[src/rtl/core/bpde_ram.sv]
// ----------------------------------------------------------------------------
// bpde_ram
// generic simple dual port ram, one write port, one registered read port
// ----------------------------------------------------------------------------
module bpde_ram #(
    parameter int WIDTH = 8,
    parameter int DEPTH = 256
) (
    input  logic                     clk,
    input  logic                     we,
    input  logic [$clog2(DEPTH)-1:0] waddr,
    input  logic [WIDTH-1:0]         wdata,
    input  logic [$clog2(DEPTH)-1:0] raddr,
    output logic [WIDTH-1:0]         rdata
);

    logic [WIDTH-1:0] mem [DEPTH];

    // write port and registered read, read returns old data on collision
    always_ff @(posedge clk)
    begin
        if (we)
        begin
            mem[waddr] <= wdata;
        end
        rdata <= mem[raddr];
    end

endmodule

[config.mk]
export PLATFORM = sky130hd
export DESIGN_NAME = bpde_ram
export DESIGN_NICKNAME = d
export VERILOG_FILES = /design/src/rtl/core/bpde_ram.sv
export SDC_FILE = /design/constraint.sdc
export NUM_CORES = 2
export LEC_CHECK = 0
export BUFFER_PORTS_ARGS = -buffer_cell sky130_fd_sc_hd__buf_4
export CAP_MARGIN = 20
export CORE_MARGIN = 2
export CORE_UTILIZATION = 45
export DETAILED_ROUTE_END_ITERATION = 7
export HOLD_SLACK_MARGIN = 0.06
export SLEW_MARGIN = 20
export SYNTH_ARGS = -nofsm -noshare
export SYNTH_HDL_FRONTEND = slang
export SYNTH_SLANG_ARGS = --single-unit
[constraint.sdc]
create_clock -name clk -period 2.7 [get_ports clk]
set_clock_uncertainty 0.1 [all_clocks]
set_input_delay 0.405 -clock clk [delete_from_list [all_inputs] [get_ports clk]]
set_output_delay 0.405 -clock clk [all_outputs]
set_load 0.01 [all_outputs]
==> run summary <==
==========================================================================================
Hold Fails Final Rpt                                                                     0
Proportion of register bits with asynchronous set or reset after synthesis              0%
Number of buffers inserted by port buffering                                            33
Total Power                                                                        67.8 mW
Status                                                                           completed
Count of different cell masters after synthesis                                         55
Global-route wire length before repair                                          295,000 um
DRC violation count after routing                                                        0
Area added between synthesis and finish                                              19.2%
Pin count of the biggest net entering global routing                                   116
Initial detailed-routing violation count                                             5,097
Gp weighted congestion                                                               0.870
Total CTS buffers                                                                      202
Data arrival time of the critical path                                             3210 ps
Total net switching power                                                          14.2 mW
Switching Fraction                                                                   20.9%
Via-to-Cell Ratio                                                                     5.84
Fraction of the yosys area taken by sequential cells                                 77.5%
Die outline area                                                               180,000 um2
Net count after synthesis                                                            3,759
Fmax                                                                               383 MHz
Number of max-cap violations                                                             0
Commonest cells after routing, fill and taps aside                            2,048 x edfxtp_1, 708 x buf_4, 454 x mux4_2
Area inside the core boundary                                                  176,000 um2
Portion of total power attributed to the clock network                               42.4%
Static power due to leakage                                                        30.9 nW
Chip Width                                                                          424 um
Clock tree root buffer cell                                                      clkbuf_16
Hold WS                                                                             137 ps
Endpoint type of the worst setup path                                            flip-flop
Cell internal pwr                                                                  53.6 mW
Area of combinational cells with multiple inputs                                16,500 um2
Placed wire-length estimate after detailed placement                            135,000 um
Post-synth top flop                                                               edfxtp_1
DRT antenna net count                                                                    0
Avg Synthesized Cell Area                                                         21.3 um2
Period utilization                                                                   96.7%
Cell area reported after detailed placement                                     88,000 um2
Number of flip-flops and latches in the synthesized netlist                          2,056
Kind of path behind the tightest hold check                                         in2reg
Remaining global-route overflow                                                          0
Leading cell type in the layout, fill and taps excluded                           edfxtp_1
Latest clock arrival within the worst-skew pair                                     870 ps
Seq pwr share                                                                        52.0%
Site row count                                                                         154
Bufs on Longest Clock Path                                                               3
Placement Setup Slack                                                             -1180 ps
Worst slew margin                                                                    46.5%
CP Data Required Time                                                              3300 ps
Slowest Stage Delay on Critical Path                                                570 ps
Number of antenna violations at the first check in global routing                        9
Final standard cell area without fillers                                        94,900 um2
Count of pins on the block boundary                                                     34
Routed wire length                                                              205,000 um
TritonCTS clock tree                                                                 built
Final Setup Violations                                                                   0
Count of yosys warnings during synthesis                                                 0
Filler cell count                                                                   13,400
Final net count                                                                      4,528
Wire per inst                                                                      29.2 um
Global router's overall resource usage                                               22.9%
Count of mapped cells out of synthesis                                               3,733
P per Cell Area                                                                 714 nW/um2
Final Slew Violations                                                                    0
Combined area of all synthesized cells                                          79,600 um2
Final critical path time including I/O delays and setup                            2610 ps
Worst Setup Start Kind                                                           flip-flop
Series of cell instances along the critical path                              mux4_2 > mux4_2 > nor2b_1 > nor4_1 > nor4_1
Worst ir drop on vdd                                                              0.738 mV
H-Tree Level Count                                                                       4
TritonCTS Sinks                                                                      2,056
Unrepaired setup endpoints after global routing                                         no
Detailed Routing Iterations Pass 1                                                       8
Via count                                                                           40,900
Share of layout cells above drive strength 1                                         33.5%
Post-layout utilization of the core                                                  53.9%
CP Max Fanout                                                                            1
Max stage delay cell, worst path                                                    mux4_2
Setup CP Type                                                                      reg2reg
Slew of the pin with the lowest slew margin                                         802 ps
Area used by sequential logic in the layout                                     61,700 um2
Clock edge transition at the registers on the reported setup and hold paths          60 ps
Height of the die                                                                   424 um
Share of power burned in combinational logic                                          5.6%
Count of flip-flops with a built-in enable after synthesis                           2,048
Final worst slack                                                                  89.9 ps
Number of global-route vias before repair                                           41,100
Starting Density                                                                     45.2%
Buffers inserted during post-CTS setup optimization                                      0
==========================================================================================
-- worst paths after layout --
check | startpoint | cells after the start | slack (ps) | endpoint
worst min register to register | mem[32][5] | 7 | 970 | rdata[5]
worst min-delay path | waddr[5] | 4 | 140 | mem[116][7]
worst max-delay path | mem[87][4] | 5 | 90 | rdata[4]
worst max register to register | mem[87][4] | 5 | 90 | rdata[4]
-- per-stage QoR --
step	instances	setup TNS, ps
after global placement	6629	-6380
after floorplan	3733	0
after CTS	7011	0
after detailed placement	6629	-6360
final	7012	0
after global routing	7011	0
-- per-layer routing --
metal	GRT usage (%)	vias up	part of all wire [%]
li1	-	17300	-
met1	32.6	21800	41
met2	36.4	1676	48
met3	4.42	258	8.1
met4	6.00	2	2.3
met5	0	-	0.0063
-- power by group through the flow --
stage          registers, mW  clock network (mW)  logic, mW
2_1_floorplan           35.9                   0       1.71
3_3_place_gp            35.9                   0       3.76
3_5_place_dp            35.9                   0       3.80
4_1_cts                 35.3                29.2       3.82
5_1_grt                 35.2                30.4       4.01
6_report                35.2                28.7       3.80
-- repair_timing --
item                                    4_1_cts  5_1_grt
endpoints found under the setup margin        2        2
hold buffers                                  9        0
endpoints found under the hold margin       468        0
resized for setup                             3        2
-- worst max-delay path: cells and delay by family, from the launching register on --
| kind | cells | cell delay (ps) |
|---|---|---|
| multiplexers | 2 | 1070 |
| AND/OR/NAND/NOR | 3 | 900 |
| flip-flops | 1 | 400 |
-- registers in the layout, indices dropped and copies added, names as in the netlist --
name	flops
mem	2048
rdata	8
-- cell usage after synthesis, types with 3 or more instances --
master    number  area, um2
a211oi_1      16        120
a21oi_1       96        480
a221oi_1      13        114
a22o_1         8       70.1
a22oi_1      133        998
and2_1         6       37.5
buf_1         22       82.6
buf_12         8        160
buf_2         31        155
buf_4         27        203
buf_6         21        236
buf_8         13        195
clkbuf_1     111        417
dfxtp_1        8        160
edfxtp_1    2048      61500
mux2i_1      134       1340
mux4_2       454      10200
nand2_1       33        124
nand2b_1       8       50.1
nand3_1       34        170
nand4_1       10       62.6
nor2_1       282       1060
nor2b_1       31        194
nor3_1        22        110
nor4_1        24        150
nor4_2         3       37.5
o211ai_1      10       75.1
o21ai_0       10       50.1
o221ai_1      46        403
o22a_1         5       43.8
o22ai_1       28        175
o32ai_1        4       35.0
or2_2          4       25.0
-- cell type report --
cell class | count | area share [%]
clock buffer | 248 | 5.58
inverter | 2 | 0.00791
clock inverter | 125 | 1.54
timing repair buffer | 798 | 7.35
tap | 2340 | 3.09
antenna | 1 | 0.00264
sequential | 2056 | 65.0
multi-input combinational | 1442 | 17.4
-- cells by family after synthesis --
group | Yosys count | share of synthesized area, %
AO/OA/AOI/OAI | 385 | 3.42
buffers and inverters | 235 | 1.83
flip-flops | 2056 | 77.5
multiplexers | 591 | 14.6
AND/OR/NAND/NOR | 466 | 2.63
(Power assumes the default switching activity.)
