File: src/rtl/core/bpde_pkg.sv
// ----------------------------------------------------------------------------
// bpde_pkg
// constants, codes and shared types of the byte pair dictionary encoder
// ----------------------------------------------------------------------------
package bpde_pkg;

    // storage sizes
    localparam int MAX_BYTES = 4096;
    localparam int MAX_DICT  = 255;
    localparam int BYTE_AW   = $clog2(MAX_BYTES);
    localparam int LEN_W     = 13;
    localparam int CNT_W     = 13;
    localparam int PAIR_AW   = 16;
    localparam int DICT_AW   = 8;
    localparam int DICT_W    = 24;
    localparam int FREE_W    = 9;

    // configuration port
    localparam int CFG_IDX_W  = 2;
    localparam int CFG_DATA_W = 13;
    localparam logic [CFG_IDX_W-1:0] CFG_MIN_PAIR  = 2'd0;
    localparam logic [CFG_IDX_W-1:0] CFG_MIN_LEN   = 2'd1;
    localparam logic [CFG_IDX_W-1:0] CFG_MAX_ENTRY = 2'd2;
    localparam logic [12:0] RST_MIN_PAIR  = 13'd4;
    localparam logic [12:0] RST_MIN_LEN   = 13'd10;
    localparam logic [7:0]  RST_MAX_ENTRY = 8'd255;

    // item codes
    localparam logic CMD_LOAD    = 1'b0;
    localparam logic CMD_READ    = 1'b1;
    localparam logic KIND_STATUS = 1'b0;
    localparam logic KIND_READ   = 1'b1;

    localparam logic [2:0] ST_APPLIED   = 3'd0;
    localparam logic [2:0] ST_TOO_SHORT = 3'd1;
    localparam logic [2:0] ST_NO_FREE   = 3'd2;
    localparam logic [2:0] ST_NO_PAIR   = 3'd3;
    localparam logic [2:0] ST_OVERFLOW  = 3'd4;

    // token scanner control and status
    typedef struct packed {
        logic       clear;
        logic       mark;
        logic [7:0] mark_value;
        logic       seek;
        logic [7:0] seek_from;
    } tok_ctl_t;

    typedef struct packed {
        logic              found;
        logic [7:0]        token;
        logic [FREE_W-1:0] free_count;
    } tok_st_t;

endpackage

File: src/rtl/core/bpde_token_scan.sv
// ----------------------------------------------------------------------------
// bpde_token_scan
// seen-value map, free value count and a one-bit-per-cycle free token search
// ----------------------------------------------------------------------------
module bpde_token_scan
    import bpde_pkg::*;
(
    input  logic     clk,
    input  logic     rst_n,
    input  tok_ctl_t ctl,
    output tok_st_t  st
);

    logic [255:0]      seen_reg, seen_next;
    logic [FREE_W-1:0] free_reg, free_next;
    logic [7:0]        ptr_reg, ptr_next;
    logic              busy_reg, busy_next;
    logic              found_reg, found_next;

    // map update and search step
    always_comb
    begin
        seen_next  = seen_reg;
        free_next  = free_reg;
        ptr_next   = ptr_reg;
        busy_next  = busy_reg;
        found_next = found_reg;
        if (ctl.clear)
        begin
            seen_next = '0;
            free_next = FREE_W'(256);
        end
        if (ctl.mark && !seen_next[ctl.mark_value])
        begin
            seen_next[ctl.mark_value] = 1'b1;
            free_next = free_next - FREE_W'(1);
        end
        if (ctl.seek)
        begin
            ptr_next   = ctl.seek_from;
            busy_next  = 1'b1;
            found_next = 1'b0;
        end
        else if (busy_reg)
        begin
            if (!seen_reg[ptr_reg])
            begin
                busy_next  = 1'b0;
                found_next = 1'b1;
            end
            else
            begin
                ptr_next = ptr_reg + 8'd1;
            end
        end
    end

    always_ff @(posedge clk or negedge rst_n)
    begin
        if (!rst_n)
        begin
            seen_reg  <= '0;
            free_reg  <= FREE_W'(256);
            ptr_reg   <= '0;
            busy_reg  <= 1'b0;
            found_reg <= 1'b0;
        end
        else
        begin
            seen_reg  <= seen_next;
            free_reg  <= free_next;
            ptr_reg   <= ptr_next;
            busy_reg  <= busy_next;
            found_reg <= found_next;
        end
    end

    assign st.found      = found_reg;
    assign st.token      = ptr_reg;
    assign st.free_count = free_reg;

endmodule

File: config.mk
export PLATFORM = sky130hd
export DESIGN_NAME = bpde_token_scan
export DESIGN_NICKNAME = d
export VERILOG_FILES = /design/src/rtl/core/bpde_pkg.sv /design/src/rtl/core/bpde_token_scan.sv
export SDC_FILE = /design/constraint.sdc
export NUM_CORES = 1
export LEC_CHECK = 0
export CAP_MARGIN = 20
export CORE_ASPECT_RATIO = 0.8
export CORE_MARGIN = 4
export CORE_UTILIZATION = 55
export DETAILED_ROUTE_END_ITERATION = 8
export DONT_BUFFER_PORTS = 1
export GPL_TIMING_DRIVEN = 0
export PLACE_DENSITY = 0.73
export RECOVER_POWER = 50
export SLEW_MARGIN = 20
export SYNTH_ARGS = -nofsm -noshare
export SYNTH_HDL_FRONTEND = slang
export SYNTH_SLANG_ARGS = --single-unit
File: constraint.sdc
create_clock -name clk -period 4 [get_ports clk]
set_input_delay 0 -clock clk [delete_from_list [all_inputs] [get_ports clk]]
set_output_delay 0 -clock clk [all_outputs]
set_load 0.03 [all_outputs]
==> summary.md <==
| Metric | Value |
|---|---|
| Gate Count Post-Synth | approximately 1500 |
| Post-layout util | 61.7% |
| Violated checks | hold timing, setup timing |
| Pre-CTS WS | -1.13 ns |
| Largest net degree at the start of global routing | 276 |
| Via Count | 14200 |
| Antenna-violating nets left | 0 |
| Htree depth | 1 |
| DR pass1 iterations | 9 |
| Die Y-Extent | 160 microns |
| Tightest Hold Check Type | in -> async |
| Min Tclk post-route | 4.02 ns |
| Final net count | about 1500 |
| Pwr/cell area | 377 nW/um^2 |
| Slew Limit Fails | 0 |
| Reg clk slew, reported paths | 0.07 ns |
| Vias in the first global route | 13900 |
| Area delta synth->final | 10.2% |
| RSZ-0062 raised after global routing | false |
| Worst EP required | 4.51 ns |
| Hpwl dp | 42.1 mm |
| Sequential element share of the synthesized area | 43.5% |
| Routed wire length per instance | 33.1 microns |
| Port-buffer cells | 0 |
| Area post-placement | 16300 sq um |
| Post-Layout Inst Area | approximately 17000 sq um |
| Setup crit end kind | flop |
| Yosys warnings | 0 |
| Root buffer cell | clkbuf_16 |
| DRC Markers | 0 |
| Final setup fails | 2 |
| Count of max-cap constraint violations | 0 |
| Initial Util | 55.9% |
| Post-route setup slack | -0.0185 ns |
| Flops & latches, synth | roughly 280 |
| Post-route non-filler standard cell count | 1899 |
| Initial antenna violation count | 2 |
| Slew @ Worst Pin | about 1.3 ns |
| Die Area | 31600 sq um |
| # rows | 55 |
| Worst relative slew slack | 16.6% |
| I/O Pins | 39 |
| Pwr Total | 6.57 mW |
| CTS buffer count | 29 |
| Vias per cell | between 7 and 8 |
| Asr flop ratio synth | between 90% and 100% |
| Placer Congestion | just over 1 |
| CTS tree | built |
| Synth cell types | 69 |
| Fill count | 2263 |
| Number of synthesized flops with an enable pin | 0 |
| Tcrit/Tclk final | 100% |
| Critical path type | in -> reg |
| All-Layer GR Usage | 39.7% |
| Maximum VDD drop | 348 uV |
| Net Count, Synth | 1485 |
| Clk_lat worst skew | between 0.5 and 0.6 ns |
| Max reg flops | 256 |
| First-pass GRT wire length | 93.1 mm |
| Longest Clk Path Bufs | 3 |
| Status | finished, violations left |
| Max frequency | 0.249 GHz |
| Cell Count Post-Placement | 1833 |
| Mean post-synth cell area | 10.8 sq um |
| Hold_buf cts | 11 |
| Ratio of cells with drive above 1 in the final layout | 16.5% |
| Leakage Power | 7.26 nW |
| Gr ovfl total | 0 |
| Synthesized area | 15800 sq um |
| Startpoint Class | primary input |
| Hold Vio Cnt, Final | 275 |
| Initial drt markers | 2594 |
| Crit-path max FO | 10 |
| Setup_tns | -0.0290 ns |
| Critical Path AT | 4.52 ns |
| Fin Clk Skew | 0.0262 ns |
| Wirelength, routed | 62.9 mm |
| Main synth FF type | dfrtp_1 |
| Antenna Cells | 0 |
| Fin Hold WS | -0.893 ns |
| Die span in x | 198 microns |
| CORE AREA | between 20000 and 30000 sq um |
| Clock Sinks | 275 |
==> placed cells by master, fill, tap and decap left out, types with 4 or more instances in the layout <==
cell type and count:
a211oi_1 4, a21oi_1 7, a221oi_1 7, a22o_1 255, a22oi_1 20, a31oi_1 6
a32o_1 7, a41o_1 5, a41oi_1 6, and2_1 12, and3_1 15, buf_1 6
buf_2 29, buf_4 24, buf_6 13, clkbuf_1 76, clkbuf_16 29, clkbuf_2 8
clkbuf_4 5, clkbuf_8 10, clkinv_2 8, dfrtp_1 273, dlygate4sd3_1 11, inv_1 14
mux2_2 19, mux2i_1 35, mux4_2 91, nand2_1 64, nand2b_1 4, nand3_1 46
nand4_1 19, nor2_1 268, nor2b_1 17, nor3_1 7, o211ai_1 7, o21ai_0 12
o32ai_1 11, xnor2_1 8
==> worst max-delay path, cell delays in order <==
cell,delay [ns]
buf_2,0.24
clkbuf_1,0.94
mux4_2,0.48
and2_1,0.18
o41ai_1,0.52
a21oi_1,0.23
or4_1,0.65
clkbuf_1,0.25
nor3_4,0.28
buf_4,0.32
buf_4,0.26
a22o_1,0.16
==> final cells by class <==
type | count | area (sq um) | area share (%)
Buffer | 155 | 831 | 4.76
Clock buffer | 43 | 878 | 5.04
Clock inverter | 10 | 60.1 | 0.344
Inverter | 15 | 56.3 | 0.323
Multi-Input combinational cell | 1017 | 8130 | 46.6
Sequential cell | 275 | 6880 | 39.5
Tap cell | 370 | 463 | 2.65
Timing Repair Buffer | 14 | 133 | 0.761
==> layer usage <==
| layer | GRT usage (%) | wire [microns] | vias to the layer above | share of wire [%] |
|---|---|---|---|---|
| li1 | - | - | 5666 | - |
| met1 | 53.8 | 23200 | 6985 | 37 |
| met2 | 52.2 | 24800 | 1256 | 39 |
| met3 | 20.5 | 10700 | 293 | 17 |
| met4 | 19.6 | 4170 | 4 | 6.6 |
| met5 | 0 | 27 | - | 0.043 |
==> path summary, 6_finish.rpt <==
check                      cells after the start       endpoint  slack [ns]     startpoint
setup / recovery                              12  seen_reg[128]       -0.02        ctl[10]
hold / removal                                 0  seen_reg[168]       -0.89          rst_n
setup reg to reg                              11  seen_reg[128]        0.10  seen_reg[211]
hold reg to reg                                2      found_reg        0.50      found_reg
max in group asynchronous                      0  seen_reg[101]        4.09          rst_n
min in group clk                               4  seen_reg[161]        0.08        ctl[13]
==> cells in the mapped netlist, types with 15 or more instances <==
cell type  count  share of area, %
dfrtp_1      274                43
nor2_1       268               6.4
a22o_1       255                14
mux4_2        91                13
clkbuf_1      82               1.9
nand2_1       64               1.5
nand3_1       46               1.5
mux2i_1       35               2.2
buf_2         32               1.0
a22oi_1       20              0.95
mux2_2        19               1.4
nand4_1       19              0.75
buf_4         18              0.85
nor2b_1       18              0.71
and3_1        15              0.59
==> cells by family (layout without fill, tap and decap cells) <==
logic type / after synthesis / in the layout / synth area share (%)
compound gates: 379 / 379 / 20.2
buf+inv: 170 / 237 / 5.33
xor+xnor: 8 / 8 / 0.443
flops: 275 / 275 / 43.5
mux: 146 / 146 / 16.6
fa+ha+maj: 2 / 2 / 0.158
simple gates: 482 / 482 / 13.7
==> power breakdown <==
group	switching (mW)	leakage [nW]	total (mW)	internal, mW
Sequential	0.107	3.80	2.93	2.82
Clock	1.20	0.475	2.71	1.52
Combinational	0.646	2.99	0.931	0.285
==> repair_timing <==
item,in CTS,in global routing
endpoints found under the hold margin,291,275
endpoints found under the setup margin,19,218
buffers inserted,0,2
gates resized for setup,25,17
gates cloned,0,0
pin swaps,0,1
Power figures use the tool's default switching activity.
